===== src/hw/rtl/writ_pkg.sv =====
// Shared types and constants for the work/rest interval timer.
// Used by writ_cfg, writ_core and work_rest_interval_timer; no dependencies.
package writ_pkg;

  // field widths
  localparam int unsigned TimeW   = 17;
  localparam int unsigned CycleW  = 7;
  localparam int unsigned SeriesW = 4;
  localparam int unsigned AddrW   = 5;
  localparam int unsigned DataW   = 32;

  // register reset values
  localparam logic [TimeW-1:0]   RstWork    = 17'd5;
  localparam logic [TimeW-1:0]   RstShort   = 17'd3;
  localparam logic [TimeW-1:0]   RstLong    = 17'd5;
  localparam logic [CycleW-1:0]  RstSession = 7'd14;
  localparam logic [SeriesW-1:0] RstSeries  = 4'd4;

  // refill value of seconds and minutes on a borrow
  localparam logic [5:0] SixtyLess1 = 6'd59;

  // register indexes (byte address / 4)
  typedef enum logic [2:0] {
    REG_WORK    = 3'd0,
    REG_SHORT   = 3'd1,
    REG_LONG    = 3'd2,
    REG_SESSION = 3'd3,
    REG_SERIES  = 3'd4
  } reg_e;

  // item operations
  typedef enum logic [2:0] {
    OP_TICK     = 3'd0,
    OP_RESET    = 3'd1,
    OP_TOGGLE   = 3'd2,
    OP_START    = 3'd3,
    OP_CONTINUE = 3'd4,
    OP_STOP     = 3'd5
  } op_e;

  // configuration as seen by the core
  typedef struct packed {
    logic [TimeW-1:0]   work;
    logic [TimeW-1:0]   short_rest;
    logic [TimeW-1:0]   long_rest;
    logic [CycleW-1:0]  session;
    logic [SeriesW-1:0] series;
  } cfg_t;

  // status after one item
  typedef struct packed {
    logic              phase_ended;
    logic              running;
    logic              in_rest;
    logic [CycleW-1:0] cycles_done;
    logic [TimeW-1:0]  time_left;
  } res_t;

endpackage


===== src/hw/rtl/writ_cfg.sv =====
// Configuration register file with an APB-style slave port.
// Depends on writ_pkg for register indexes, widths and reset values.
module writ_cfg import writ_pkg::*; (
  input  logic             clk_i,
  input  logic             rst_ni,
  input  logic             psel,
  input  logic             penable,
  input  logic             pwrite,
  input  logic [AddrW-1:0] paddr,
  input  logic [DataW-1:0] pwdata,
  output logic [DataW-1:0] prdata,
  output logic             pready,
  output cfg_t             cfg_o
);

  cfg_t cfg_q;
  logic wr_en;
  reg_e idx;

  assign idx    = reg_e'(paddr[AddrW-1:2]);
  assign wr_en  = psel && penable && pwrite;
  assign pready = 1'b1;
  assign cfg_o  = cfg_q;

  // register writes
  always_ff @(posedge clk_i or negedge rst_ni) begin
    if (!rst_ni) begin
      cfg_q.work       <= RstWork;
      cfg_q.short_rest <= RstShort;
      cfg_q.long_rest  <= RstLong;
      cfg_q.session    <= RstSession;
      cfg_q.series     <= RstSeries;
    end else if (wr_en) begin
      case (idx)
        REG_WORK:    cfg_q.work       <= pwdata[TimeW-1:0];
        REG_SHORT:   cfg_q.short_rest <= pwdata[TimeW-1:0];
        REG_LONG:    cfg_q.long_rest  <= pwdata[TimeW-1:0];
        REG_SESSION: cfg_q.session    <= pwdata[CycleW-1:0];
        REG_SERIES:  cfg_q.series     <= pwdata[SeriesW-1:0];
        default: ;
      endcase
    end
  end

  // read-back
  always_comb begin
    prdata = '0;
    case (idx)
      REG_WORK:    prdata = {{(DataW-TimeW){1'b0}}, cfg_q.work};
      REG_SHORT:   prdata = {{(DataW-TimeW){1'b0}}, cfg_q.short_rest};
      REG_LONG:    prdata = {{(DataW-TimeW){1'b0}}, cfg_q.long_rest};
      REG_SESSION: prdata = {{(DataW-CycleW){1'b0}}, cfg_q.session};
      REG_SERIES:  prdata = {{(DataW-SeriesW){1'b0}}, cfg_q.series};
      default:     prdata = '0;
    endcase
  end

endmodule


===== src/hw/rtl/writ_core.sv =====
// Timer state and its combinational next-state update for one item.
// Depends on writ_pkg for op codes, the configuration struct and the status struct.
module writ_core import writ_pkg::*; (
  input  logic             clk_i,
  input  logic             rst_ni,
  input  logic             step_i,
  input  op_e              op_i,
  input  logic [TimeW-1:0] load_time_i,
  input  cfg_t             cfg_i,
  output res_t             res_o
);

  logic [TimeW-1:0]   time_q, time_d;
  logic               run_q, run_d;
  logic               rest_q, rest_d;
  logic [CycleW-1:0]  cycle_q, cycle_d;
  logic [SeriesW-1:0] pos_q, pos_d;

  logic [4:0]         hrs, hrs_dec;
  logic [5:0]         mins, mins_dec, secs, secs_dec;
  logic [TimeW-1:0]   time_dec;
  logic               is_zero, expire, long_rest, ended, clr;

  // one-second countdown with borrow
  always_comb begin
    hrs      = time_q[16:12];
    mins     = time_q[11:6];
    secs     = time_q[5:0];
    hrs_dec  = hrs;
    mins_dec = mins;
    secs_dec = secs;
    if (secs != 6'd0) begin
      secs_dec = secs - 6'd1;
    end else if (mins != 6'd0) begin
      mins_dec = mins - 6'd1;
      secs_dec = SixtyLess1;
    end else begin
      hrs_dec  = hrs - 5'd1;
      mins_dec = SixtyLess1;
      secs_dec = SixtyLess1;
    end
    time_dec = {hrs_dec, mins_dec, secs_dec};
  end

  assign is_zero   = (time_q == '0);
  assign expire    = is_zero || (time_dec == '0);
  // long rest closes a series
  assign long_rest = ({1'b0, pos_q} + 5'd1) >= {1'b0, cfg_i.series};

  // next state
  always_comb begin
    time_d  = time_q;
    run_d   = run_q;
    rest_d  = rest_q;
    cycle_d = cycle_q;
    pos_d   = pos_q;
    ended   = 1'b0;
    clr     = 1'b0;
    case (op_i)
      OP_TICK: begin
        if (run_q) begin
          if (!is_zero) time_d = time_dec;
          if (expire) begin
            ended  = 1'b1;
            rest_d = !rest_q;
            if (rest_q) begin
              cycle_d = cycle_q + 7'd1;
              pos_d   = long_rest ? '0 : pos_q + 4'd1;
              time_d  = cfg_i.work;
            end else begin
              time_d  = long_rest ? cfg_i.long_rest : cfg_i.short_rest;
            end
            clr = (cycle_d == cfg_i.session);
          end
        end
      end
      OP_RESET:    clr    = 1'b1;
      OP_TOGGLE:   run_d  = !run_q;
      OP_START: begin
        time_d = load_time_i;
        run_d  = 1'b1;
      end
      OP_CONTINUE: run_d  = 1'b1;
      OP_STOP:     run_d  = 1'b0;
      default: ;
    endcase
    // session end or reset op
    if (clr) begin
      time_d  = cfg_i.work;
      cycle_d = '0;
      pos_d   = '0;
      rest_d  = 1'b0;
      run_d   = 1'b0;
    end
  end

  // state registers
  always_ff @(posedge clk_i or negedge rst_ni) begin
    if (!rst_ni) begin
      time_q  <= RstWork;
      run_q   <= 1'b0;
      rest_q  <= 1'b0;
      cycle_q <= '0;
      pos_q   <= '0;
    end else if (step_i) begin
      time_q  <= time_d;
      run_q   <= run_d;
      rest_q  <= rest_d;
      cycle_q <= cycle_d;
      pos_q   <= pos_d;
    end
  end

  // status after the item
  assign res_o.phase_ended = ended;
  assign res_o.running     = run_d;
  assign res_o.in_rest     = rest_d;
  assign res_o.cycles_done = cycle_d;
  assign res_o.time_left   = time_d;

endmodule


===== src/hw/rtl/work_rest_interval_timer.sv =====
// Work/rest interval timer: one status item out for every item in. An item is
// registered on entry; when it advances, the timer state is updated and the status
// lands in an output register at the same edge. Both take one item per cycle, so the
// sustained rate is one item per clock while out_ready_i is held high. Output valid
// rises once the item has passed the input register and then the output register.
// With the output held off, two items are buffered before the input stalls.
// Configuration registers sit at byte addresses 0x00..0x10; the user must write them
// only while no item is in flight, which the block itself does not enforce.
// Depends on writ_pkg, writ_cfg and writ_core.
module work_rest_interval_timer import writ_pkg::*; (
  input  logic             clk_i,
  input  logic             rst_ni,
  input  logic             psel,
  input  logic             penable,
  input  logic             pwrite,
  input  logic [AddrW-1:0] paddr,
  input  logic [DataW-1:0] pwdata,
  output logic [DataW-1:0] prdata,
  output logic             pready,
  input  logic             in_valid_i,
  output logic             in_ready_o,
  input  logic [2:0]       op_i,
  input  logic [TimeW-1:0] load_time_i,
  output logic             out_valid_o,
  input  logic             out_ready_i,
  output logic             phase_ended_o,
  output logic             running_o,
  output logic             in_rest_o,
  output logic [CycleW-1:0] cycles_done_o,
  output logic [TimeW-1:0] time_left_o
);

  cfg_t             cfg;
  res_t             res, res_q;
  logic             in_valid_q, out_valid_q, advance;
  op_e              op_q;
  logic [TimeW-1:0] load_q;

  writ_cfg u_cfg (
    .clk_i   (clk_i),
    .rst_ni  (rst_ni),
    .psel    (psel),
    .penable (penable),
    .pwrite  (pwrite),
    .paddr   (paddr),
    .pwdata  (pwdata),
    .prdata  (prdata),
    .pready  (pready),
    .cfg_o   (cfg)
  );

  // item moves into the output register when that is free or being drained
  assign advance    = in_valid_q && (!out_valid_q || out_ready_i);
  assign in_ready_o = !in_valid_q || advance;

  // input register
  always_ff @(posedge clk_i or negedge rst_ni) begin
    if (!rst_ni) begin
      in_valid_q <= 1'b0;
    end else if (in_ready_o) begin
      in_valid_q <= in_valid_i;
    end
  end

  always_ff @(posedge clk_i) begin
    if (in_valid_i && in_ready_o) begin
      op_q   <= op_e'(op_i);
      load_q <= load_time_i;
    end
  end

  writ_core u_core (
    .clk_i       (clk_i),
    .rst_ni      (rst_ni),
    .step_i      (advance),
    .op_i        (op_q),
    .load_time_i (load_q),
    .cfg_i       (cfg),
    .res_o       (res)
  );

  // output register
  always_ff @(posedge clk_i or negedge rst_ni) begin
    if (!rst_ni) begin
      out_valid_q <= 1'b0;
    end else if (advance) begin
      out_valid_q <= 1'b1;
    end else if (out_ready_i) begin
      out_valid_q <= 1'b0;
    end
  end

  always_ff @(posedge clk_i) begin
    if (advance) begin
      res_q <= res;
    end
  end

  assign out_valid_o   = out_valid_q;
  assign phase_ended_o = res_q.phase_ended;
  assign running_o     = res_q.running;
  assign in_rest_o     = res_q.in_rest;
  assign cycles_done_o = res_q.cycles_done;
  assign time_left_o   = res_q.time_left;

`ifndef SYNTHESIS
  // reset op leaves a stopped, cleared session
  assert property (@(posedge clk_i) disable iff (!rst_ni)
    advance && op_q == OP_RESET |=> !res_q.running && res_q.cycles_done == '0
      && !res_q.in_rest)
    else $error("reset op did not clear the session");

  // only a tick can end a phase
  assert property (@(posedge clk_i) disable iff (!rst_ni)
    advance && op_q != OP_TICK |=> !res_q.phase_ended)
    else $error("phase ended on a non-tick item");

  // stop op always stops the timer
  assert property (@(posedge clk_i) disable iff (!rst_ni)
    advance && op_q == OP_STOP |=> !res_q.running)
    else $error("stop op left the timer running");

  // a held item in the input register is not lost while the output stalls
  assert property (@(posedge clk_i) disable iff (!rst_ni)
    in_valid_q && !advance |=> in_valid_q)
    else $error("stalled item dropped from input register");
`endif

endmodule

===== config.mk =====
export PLATFORM = sky130hd
export DESIGN_NAME = work_rest_interval_timer
export DESIGN_NICKNAME = d
export VERILOG_FILES = /design/src/hw/rtl/writ_pkg.sv /design/src/hw/rtl/writ_cfg.sv /design/src/hw/rtl/writ_core.sv /design/src/hw/rtl/work_rest_interval_timer.sv
export SDC_FILE = /design/constraint.sdc
export NUM_CORES = 1
export LEC_CHECK = 0
export ABC_AREA = 0
export ABC_CLOCK_PERIOD_IN_PS = 4600
export BUFFER_PORTS_ARGS = -buffer_cell sky130_fd_sc_hd__buf_2
export CAP_MARGIN = 20
export CORE_UTILIZATION = 25
export CTS_BUF_LIST = sky130_fd_sc_hd__clkbuf_8
export DETAILED_ROUTE_END_ITERATION = 16
export GPL_ROUTABILITY_DRIVEN = 0
export PLACE_DENSITY = 0.46
export SETUP_SLACK_MARGIN = 0.15
export SYNTH_ARGS = -nofsm -noshare
export SYNTH_HDL_FRONTEND = slang
export SYNTH_SLANG_ARGS = --single-unit

===== constraint.sdc =====
create_clock -name clk_i -period 4.6 [get_ports clk_i]
set_input_delay 0 -clock clk_i [delete_from_list [all_inputs] [get_ports clk_i]]
set_output_delay 0 -clock clk_i [all_outputs]
set_load 0.005 [all_outputs]

### Word-level counts from Yosys, hierarchy flattened

Cells that the tools add are included.

* register bits after elaboration: 141
* bits of input ports: 64
* logic and storage cells: 105

* add/sub/neg operators: 6
* order comparisons: 1
* equality and inequality tests: 10
* multiplexer cells: 39
* reductions and logical operators: 30

Operator list (number)
* $mux W17: 6
* $pmux W17 S5: 1
* $mux W7: 8
* $logic_not A17 Y1: 2
* $pmux W17 S2: 1
* $mux W4: 6
* $mux W6: 3
* $eq A3 B2 Y1 const B: 4
* $reduce_and A2 Y1: 6
* $reduce_bool A6 Y1: 2
* $sub A6 B1 Y6 const B: 2
* $mux W1: 10
* $mux W5: 2
* $reduce_bool A2 Y1: 5
* $eq A3 B3 Y1 const B: 3
* $add A7 B1 Y7 const B: 1
* $eq A7 B7 Y1: 1
* $eq A3 B1 Y1 const B: 2
* $logic_not A3 Y1: 2
* $add A4 B1 Y5 const B: 1
* $ge A5 B4 Y1: 1
* $reduce_and A5 Y1: 1
* $sub A5 B1 Y5 const B: 1
* $add A4 B1 Y4 const B: 1
* 6 further kinds: 14

### Logic depth before layout (Yosys ltp)

Gate-level depths: netlist of run 1.

* depth in word-level cells: 14
* depth in mapped cells: 11
* mapped depth without buffers: 10

### Cells and area by module

Synthesis of run 1 repeated with hierarchy kept, for this count alone.

* cells, all modules: 737
* area total of the unflattened synthesis: 8066.5 um2

Modules (own cells, without submodules)
* writ_core: instances 1, cells an instance 449, area an instance 3429.5 um2, sequential area each 753.2 um2
* writ_cfg: instances 1, cells an instance 233, area an instance 3121.7 um2, sequential area each 1564.0 um2
* work_rest_interval_timer: instances 1, cells an instance 55, area an instance 1515.2 um2, sequential area each 1461.4 um2

### Least setup slack after synthesis of run 1

Ideal clock, no wire load.

* path type: flip-flop to flip-flop
* start: reg u_core.time_q[0]
* end: reg res_q, in the netlist cycles_done_o[4], data pin
* setup time: 0.146 ns
* data arrival time: 2.675 ns
* setup slack: 1.780 ns
* cell stages (with the launch flop): 10
* buffers on the path: 0
* path through: dfstp_2 -> inv_1 -> ha_1 -> or2_2 -> o22a_1 -> a211oi_4 -> a21oi_2 -> or3_1 -> or3_1 -> a21oi_1

RTL lines
* from (decl): line writ_core.sv:13 `logic [TimeW-1:0] time_q, time_d;`
* from (signal assigned): line writ_core.sv:100 `time_q <= RstWork;`
* from (signal assigned): line writ_core.sv:106 `time_q <= time_d;`
* to (signal assigned): line work_rest_interval_timer.sv:95 `res_q <= res;`
* to (decl): line work_rest_interval_timer.sv:34 `res_t res, res_q;`

==> impl_metrics.ini, run 1 <==
[synth]
synth_seq_cells = 141
ys_seq_area_frac = 0.452
yosysUniqueCellTypes = 86
async_reset_ff_frac = 0.667
ys_warn_count = 0
syn_area_per_cell_um2 = 10.1
syn-cell-area_um2 = 8360
synth_edf_count = 47
ys.flop_type = dfrtp_1
syn_inst = 829

[global_routing]
grt_util_all_layers = 0.163
grtUsageMet2 = 0.260
gr-max-usage-layer = met2
grt_pass1_vias = 6762
gr-total-overflow = 0
grt_first_pass_wirelength_mm = 41.5
antenna_found_initial = 0
met1_usage = 0.224
grt_max_degree = 49
grtUsageMet3 = 0.0236

[clocking]
cts_inserted_buffers = 17
postCtsHoldBufs = 41
htreeDepth = 4
cts_setup_buffers = 0
cts_tree = built
root_buffer = clkbuf_8
cts_sinks = 141
clk_latency_ps = 480
cts_max_path_buffers = 2
path_clk_slew_ps = 100
ctsResizeCount = 0

[finish]
final_nets = 1018
syn2layout_area_growth_pct = 20.3
layout.cells.non_filler = 1398
utilization = 0.308
diodes = 0
layout-drive-gt1-share = 0.260

[sta]
fin_crit_ps = 3580
setup_viol_count_final = 0
drv_slew = 0
finalHoldViolCount = 0
fmax_mhz = 279
rsz0062_at_grt = false
tightest_slew_ps = 1030
postLayoutSetupSlackWorst_ps = 1020
fin_crit_sh = 0.778
slew_headroom = 0.312
tns_ps = 0
skew_ps = 19.6

[die]
die_area_um2 = 34200
start_util = 0.256
fp.dieW_um = 185
core_um2 = 32700
die_h_um = 185
ios = 126
fp-row-count = 66

[critical_path]
r2r_slack_ps = 1020
end_kind = flip-flop
cp.depth = 10
rr_endpoint = time_left_o[0]
max_stage_delay_ps = 570
startpoint_type = flip-flop
endpoint = time_left_o[0]
critPathTopFamily = compound AO/OA/AOI/OAI gates
critical_path_arrival_ps = 3810
crit_chain = inv_1 -> ha_1 -> nand2b_1 -> o211a_2 -> o2111ai_1 -> a21oi_2 -> a21boi_4 -> buf_4 -> nor2_1 -> a31oi_1
worstPathRequired_ps = 4830
rr_startpoint = u_core.time_q[1]
path_class = reg -> reg
reg2reg_depth = 10
worstPathBufferInverterCount = 2
cp-startpoint = u_core.time_q[1]
cp_max_fo = 32
crit_path_top_delay_cell = a21boi_4

[place]
dpl.hpwl_mm = 19.3
dp_slack_ps = 1090
place_inst = 1325
portBuffers = 92

[pwr]
total_leakage_power_nw = 4.06
vdd_ir_drop_max_mv = 0.203
powerDensity_nw_per_um2 = 400
p_total_mw = 4.03

[route]
via_per_inst = 5.05
wl_per_cell_um = 19.4
totalWireLength_mm = 27.1
drtIter0Drc = 482
drt_drc_violations_left = 0
firstDrtPassIters = 5
ant_nets = 0
num_vias = 7056

[run]
drv_cap = 0

[status]
status = complete, no violations

[min_path]
hold_class = in -> async
==> registers in the layout, summed over array words and instances (netlist names) <==
signal          count
in_rest_o           1
out_valid_o         1
u_core.pos_q        4
op_q                3
in_valid_q          1
cycles_done_o       7
u_core.cycle_q      7
phase_ended_o       1
u_core.rest_q       1
u_core.run_q        1
u_cfg.cfg_o        62
load_q             17
u_core.time_q      17
time_left_o        17
running_o           1
==> how the worst min path moves through the flow <==
stage,slack (ps),cells past startpoint,end
2_1_floorplan,-300,0,in_valid_q
6_report,100,2,u_cfg.cfg_o[30]
4_1_cts,100,2,u_cfg.cfg_o[1]
3_5_place_dp,90,1,u_cfg.cfg_o[3]
5_1_grt,140,2,u_cfg.cfg_o[1]
3_3_place_gp,90,1,u_cfg.cfg_o[3]
==> metal layers <==
layer / vias to the layer above / wire length, um / part of all wire
met5: - / 0 / 0
met4: 0 / 683 / 0.025
met3: 39 / 1040 / 0.038
met2: 210 / 12600 / 0.47
met1: 3507 / 12800 / 0.47
li1: 3300 / - / -
==> power breakdown <==
group | total [mW] | leakage (nW) | internal [mW] | switching [mW]
clock | 1.12 | 0.220 | 0.561 | 0.556
sequential | 1.79 | 1.62 | 1.53 | 0.262
combinational | 1.12 | 2.22 | 0.482 | 0.638
==> Yosys cell counts (15+ instances only) <==
cell      instances  area [um^2]
a31oi_1          23          144
mux2i_1          15          150
nor2b_1          15         93.8
nor3_1           18         90.1
mux2_2           70          788
edfxtp_1         47         1410
inv_1            17         63.8
buf_4            16          120
dfrtp_1          82         2050
nor2_1           73          274
nand2_1          61          229
o21ai_0          41          205
a21oi_1          51          255
clkbuf_1         34          128
a22oi_1          16          120
==> area by class of cell <==
class / instances / area, um^2
Inverter: 19 / 71.3
Sequential cell: 141 / 3780
Tap cell: 442 / 553
Clock buffer: 18 / 248
Timing Repair Buffer: 150 / 1000
Fill cell: 3493 / 22600
Multi-Input combinational cell: 614 / 4230
Clock inverter: 14 / 178
==> stage by stage <==
| step | cell area, um^2 | hold WS (ps) |
|---|---|---|
| floorplan | 8410 | -296 |
| global placement | 9220 | 86.6 |
| detailed placement | 9220 | 92.1 |
| CTS | 10100 | 101 |
| global route | 10100 | 136 |
| finish | 10100 | 95.2 |
==> worst register-to-register path: stages (launching register included) <==
cell and delay [ps]:
dfrtp_1 450, inv_1 120, ha_1 350, nand2b_1 250, o211a_2 360, o2111ai_1 170
a21oi_2 210, a21boi_4 570, buf_4 420, nor2_1 80, a31oi_1 350
==> logic make-up (layout without fill, tap and decap cells) <==
group | after synthesis | after routing | share of synthesized area
muxes | 90 | 90 | 0.124
AOI/OAI and AO/OA | 239 | 239 | 0.195
other | 2 | 16 | 0.000898
and+or+nand+nor | 245 | 245 | 0.148
xor gates and xnor gates | 13 | 13 | 0.0136
buffers and inverters | 88 | 201 | 0.0495
adders and majority gates | 11 | 11 | 0.0165
DFF | 141 | 141 | 0.452
==> cell usage in the layout (no fill, tap or decap), types with 14 or more instances in the layout <==
master / count
nor3_1: 18
buf_2: 91
nor2b_1: 15
edfxtp_1: 47
dfrtp_1: 82
nand3_1: 14
a21oi_1: 51
inv_1: 17
a22oi_1: 16
dlygate4sd3_1: 41
buf_4: 18
a31oi_1: 23
o21ai_0: 41
mux2i_1: 15
mux2_2: 70
nor2_1: 73
conb_1: 16
clkbuf_8: 18
nand2_1: 61
Power figures use the tool's default switching activity.
==> run 2, diff against run 1 <==
Settings changed: ABC_CLOCK_PERIOD_IN_PS 4600 to 3200, PLACE_DENSITY 0.46 to 0.48.
Clock period 4.6 ns to 3.2 ns, I/O delays scaled along.
==> run 2 against run 1 <==
Die area stayed put; count of clock-buffer cells in the layout unchanged; clock power increased by 55%; routed wire length grew 2.5%; critical path depth increased by 2; sequential share of layout area fell by 2.0 points; via count up 1.6%; sequential power grew 39%; setup slack got worse by 750 ps; design area rose by 5.7%; combinational power up 71%; register-to-register slack got worse by 750 ps; largest cell class unchanged.
==> impl_metrics.ini, run 2 (synthesis results as in run 1) <==
[sta]
tightest_slew_ps = 956
postLayoutSetupSlackWorst_ps = 269
skew_ps = 13.8
setup_viol_count_final = 0
rsz0062_at_grt = true
fin_crit_sh = 0.916
drv_slew = 0
fmax_mhz = 341
tns_ps = 0
finalHoldViolCount = 0
slew_headroom = 0.363
fin_crit_ps = 2930

[pwr]
vdd_ir_drop_max_mv = 0.233
seqPwrFrac = 0.405
combPwrFrac = 0.312
intPower_mw = 4.00
total_leakage_power_nw = 4.37
p_total_mw = 6.15
powerDensity_nw_per_um2 = 579
clkPwrFrac = 0.282
switchingPower_mw = 2.15
swShare = 0.349

[die]
fp-row-count = 66
ios = 126
core_um2 = 32700
fp.dieW_um = 185
start_util = 0.256
die_h_um = 185
die_area_um2 = 34200

[route]
ant_nets = 0
drt_drc_violations_left = 0
totalWireLength_mm = 27.8
drtIter0Drc = 521
firstDrtPassIters = 7
via_per_inst = 4.92
wl_per_cell_um = 19.1
num_vias = 7171

[place]
place_inst = 1380
portBuffers = 92
dpl.hpwl_mm = 20.3
dp_slack_ps = 148

[clocking]
cts_tree = built
cts_inserted_buffers = 17
root_buffer = clkbuf_8
cts_sinks = 141
cts_max_path_buffers = 2
path_clk_slew_ps = 90
htreeDepth = 4
clk_latency_ps = 470

[global_routing]
grt_max_degree = 58
grt_first_pass_wirelength_mm = 42.8
gr-total-overflow = 0
grt_util_all_layers = 0.168
grt_pass1_vias = 7078
antenna_found_initial = 0

[finish]
largest_register_ffs = 62
layout.cells.non_filler = 1458
final_nets = 1078
layout_commonest_cell = buf_2
utilization = 0.325
layout-drive-gt1-share = 0.316
nFillCells = 3431
final_cell_mix = buf_2 (91), dfrtp_1 (82), buf_4 (76)
syn2layout_area_growth_pct = 27.1
diodes = 0

[critical_path]
path_class = reg -> reg
cp_max_fo = 33
startpoint_type = flip-flop
max_stage_delay_ps = 540
rr_startpoint = u_core.time_q[0]
r2r_slack_ps = 270
reg2reg_depth = 12
worstPathBufferInverterCount = 4
rr_endpoint = time_left_o[1]
timing.critical_path.mode_cell = buf_4
end_kind = flip-flop
crit_path_top_delay_cell = dfstp_2
worstPathRequired_ps = 3460
critPathTopFamily = compound AO/OA/AOI/OAI gates
critical_path_arrival_ps = 3190
crit_chain = inv_1 -> ha_1 -> buf_4 -> xnor2_1 -> and3_1 -> o2111ai_1 -> a21oi_4 -> buf_4 -> a21boi_4 -> buf_12 -> nor2_1 -> a31oi_1

[min_path]
hold_end = u_cfg.cfg_o[40]
hold_depth = 4
min_from = paddr[2]
hold_class = in -> reg

[run]
drv_cap = 0

[status]
status = complete, no violations
run 2: cell count changes in the layout (fill, tap and decap cells not counted), moves of 3 or more:
cell,delta
buf_4,+58
a211oi_1,-3
a211oi_2,+3
clkinv_2,+3
clkinv_4,-3
run 2: cell type report:
type                    instances  area, um^2  area share
well taps                     442         553      0.0520
flip-flops and latches        141        3780       0.356
multi-input cells             614        4300       0.405
repair buffers                210        1470       0.138
clock buffers                  18         248      0.0233
clock inverters                14         210      0.0198
inverters                      19        71.3     0.00671
run 2: worst max path at each step:
| stage | from | endpoint | slack (ps) | cells after the start |
|---|---|---|---|---|
| after CTS | u_core.pos_q[0] | time_left_o[4] | 160 | 12 |
| after global placement | u_core.pos_q[0] | time_left_o[4] | 140 | 12 |
| after global routing | u_core.time_q[7] | time_left_o[4] | 120 | 11 |
| after detailed placement | u_core.pos_q[0] | time_left_o[4] | 150 | 12 |
| final | u_core.time_q[0] | time_left_o[1] | 270 | 12 |
| after floorplan | u_core.time_q[0] | cycles_done_o[4] | 380 | 9 |
run 2: tightest hold or removal path: stages:
cell,delay [ps]
buf_2,100
nand2_1,50
nor2_1,130
mux2_2,260
run 2: power groups by stage:
stage | logic, mW | clock network, mW | registers, mW
after global placement | 1.83 | 0 | 2.53
after CTS | 1.89 | 1.78 | 2.49
final | 1.92 | 1.74 | 2.49
after global routing | 2.11 | 1.85 | 2.53
after detailed placement | 1.84 | 0 | 2.53
after floorplan | 1.17 | 0 | 2.40
run 2: per-layer routing:
metal,up-vias,part of all wire,track usage
met5,-,0,0
met4,0,0.011,0.0383
met3,15,0.037,0.0277
met2,168,0.49,0.281
met1,3578,0.46,0.225
li1,3410,-,-
run 2: stage by stage:
| step | hold slack, ps | cell area [um^2] |
|---|---|---|
| 2_1_floorplan | -296 | 8410 |
| 3_3_place_gp | 150 | 9650 |
| 3_5_place_dp | 151 | 9650 |
| 4_1_cts | 102 | 10500 |
| 5_1_grt | 116 | 10600 |
| 6_report | 108 | 10600 |
run 2: timing repair:
item | CTS | global route
hold buffers | 41 | 0
buffers inserted | 0 | 5
setup endpoints to repair | 1 | 34
pin swaps | 0 | 5
endpoints found under the hold margin | 128 | 0
gates resized for setup | 1 | 18
==> run 3, diff against run 2 <==
Settings changed: RECOVER_POWER from default to 100.
==> run 3 against run 2 <==
The flow now finishes with violations (max-capacitance violations, max-slew violations); non-clock buffer count unchanged; count of clock-buffer cells in the layout is the same; die area unchanged; critical endpoint is now time_left_o[0]; largest power group unchanged.
==> impl_metrics.ini, run 3 (synthesis results as in run 1) <==
[critical_path]
crit_path_top_delay_cell = dfstp_2
path_class = reg -> reg
worstPathBufferInverterCount = 3
worstPathRequired_ps = 3430
critical_path_arrival_ps = 3250
crit_chain = inv_1 -> ha_1 -> or2_2 -> o22a_1 -> a2111oi_4 -> o21ai_2 -> clkbuf_1 -> o21ai_0 -> a31oi_1 -> buf_4
startpoint_type = flip-flop
critPathTopFamily = compound AO/OA/AOI/OAI gates
max_stage_delay_ps = 550
end_kind = flip-flop
cp_max_fo = 4

[clocking]
cts_sinks = 141
cts_tree = built
path_clk_slew_ps = 90
root_buffer = clkbuf_8
cts_max_path_buffers = 2
cts_inserted_buffers = 17
clk_latency_ps = 470
htreeDepth = 4

[sta]
postLayoutSetupSlackWorst_ps = 179
slew_headroom = -0.116
fin_crit_ps = 3020
tightest_slew_ps = 1670
fmax_mhz = 331
skew_ps = 13.6
setup_viol_count_final = 0
finalHoldViolCount = 0
fin_crit_sh = 0.944
whs_ps = 110
drv_slew = 91
tns_ps = 0
rsz0062_at_grt = true

[global_routing]
grt_pass1_vias = 7078
grt_first_pass_wirelength_mm = 42.8
gr-total-overflow = 0
grt_max_degree = 58
grt_util_all_layers = 0.168
antenna_found_initial = 0

[die]
start_util = 0.256
die_area_um2 = 34200
die_h_um = 185
core_um2 = 32700
ios = 126
fp-row-count = 66
fp.dieW_um = 185

[finish]
syn2layout_area_growth_pct = 25.4
utilization = 0.321
layout_commonest_cell = dfrtp_1
layout-drive-gt1-share = 0.250
largest_register_ffs = 62
final_cell_mix = dfrtp_1 (82), nor2_1 (73), mux2_2 (70)
diodes = 0
final_nets = 1078

[route]
totalWireLength_mm = 27.9
via_per_inst = 4.97
num_vias = 7243
drt_drc_violations_left = 0
drtIter0Drc = 485
wl_per_cell_um = 19.1
ant_nets = 0
firstDrtPassIters = 6

[status]
status = finished with violations
failed_checks = max-capacitance violations, max-slew violations

[place]
dp_slack_ps = 148
portBuffers = 92
dpl.hpwl_mm = 20.3

[run]
drv_cap = 2

[pwr]
total_leakage_power_nw = 4.17
vdd_ir_drop_max_mv = 0.233
powerDensity_nw_per_um2 = 584

[min_path]
hold_class = in -> reg
==> run 3: changes by cell type in the layout (fill, tap and decap cells not counted), moves of 5 or more <==
cell      previous run  this run
clkbuf_2             0         5
buf_2               91        44
buf_4               76        59
clkbuf_1             0        58
==> run 3: per-layer routing <==
metal,share of wire,vias up,track usage
li1,-,3409,-
met1,0.46,3627,0.225
met2,0.49,189,0.281
met3,0.040,18,0.0277
met4,0.011,0,0.0383
met5,0,-,0
==> run 3: cell type report <==
class / count / area, um^2
fillers: 3457 / 22200
multi-input cells: 614 / 4270
flip-flops and latches: 141 / 3780
repair buffers: 210 / 1360
well taps: 442 / 553
clock buffers: 18 / 248
clock inverters: 14 / 210
inverters: 19 / 71.3
==> run 3: stage by stage <==
| stage | total power, mW | instance area (um^2) | cells |
|---|---|---|---|
| 3_5_place_dp | 4.37 | 9650 | 1380 |
| 3_3_place_gp | 4.36 | 9650 | 1380 |
| 5_1_grt | 6.46 | 10500 | 1458 |
| 4_1_cts | 6.16 | 10500 | 1453 |
| 6_report | 6.12 | 10500 | 1458 |
| 2_1_floorplan | 3.57 | 8410 | 843 |
==> run 3: worst paths after layout <==
kind                                   from               to  depth (start not counted)  slack (ps)
max in group asynchronous            rst_ni  u_cfg.cfg_o[21]                          3         920
max reg2reg                u_core.time_q[0]   time_left_o[0]                         10         180
min                                paddr[2]  u_cfg.cfg_o[40]                          4         110
min in group asynchronous            rst_ni   u_cfg.cfg_o[4]                          2         470
max                        u_core.time_q[0]   time_left_o[0]                         10         180
min reg2reg                      in_valid_q      out_valid_o                          1         490
==> run 3: tightest hold or removal path, stage by stage <==
cell and delay [ps]:
buf_2 110, nand2_1 50, nor2_1 130, mux2_2 260
==> run 3: repair_timing <==
action	CTS	global route
setup buffers	0	5
pin swaps	0	5
endpoints found under the hold margin	128	0
hold buffers	41	0
setup endpoints to repair	1	34
gates resized for setup	1	18
==> run 3: where the power goes <==
| group | internal (mW) | switching (mW) |
|---|---|---|
| Combinational | 0.825 | 1.06 |
| Sequential | 2.20 | 0.299 |
| Clock | 0.951 | 0.785 |
| Total | 3.97 | 2.15 |
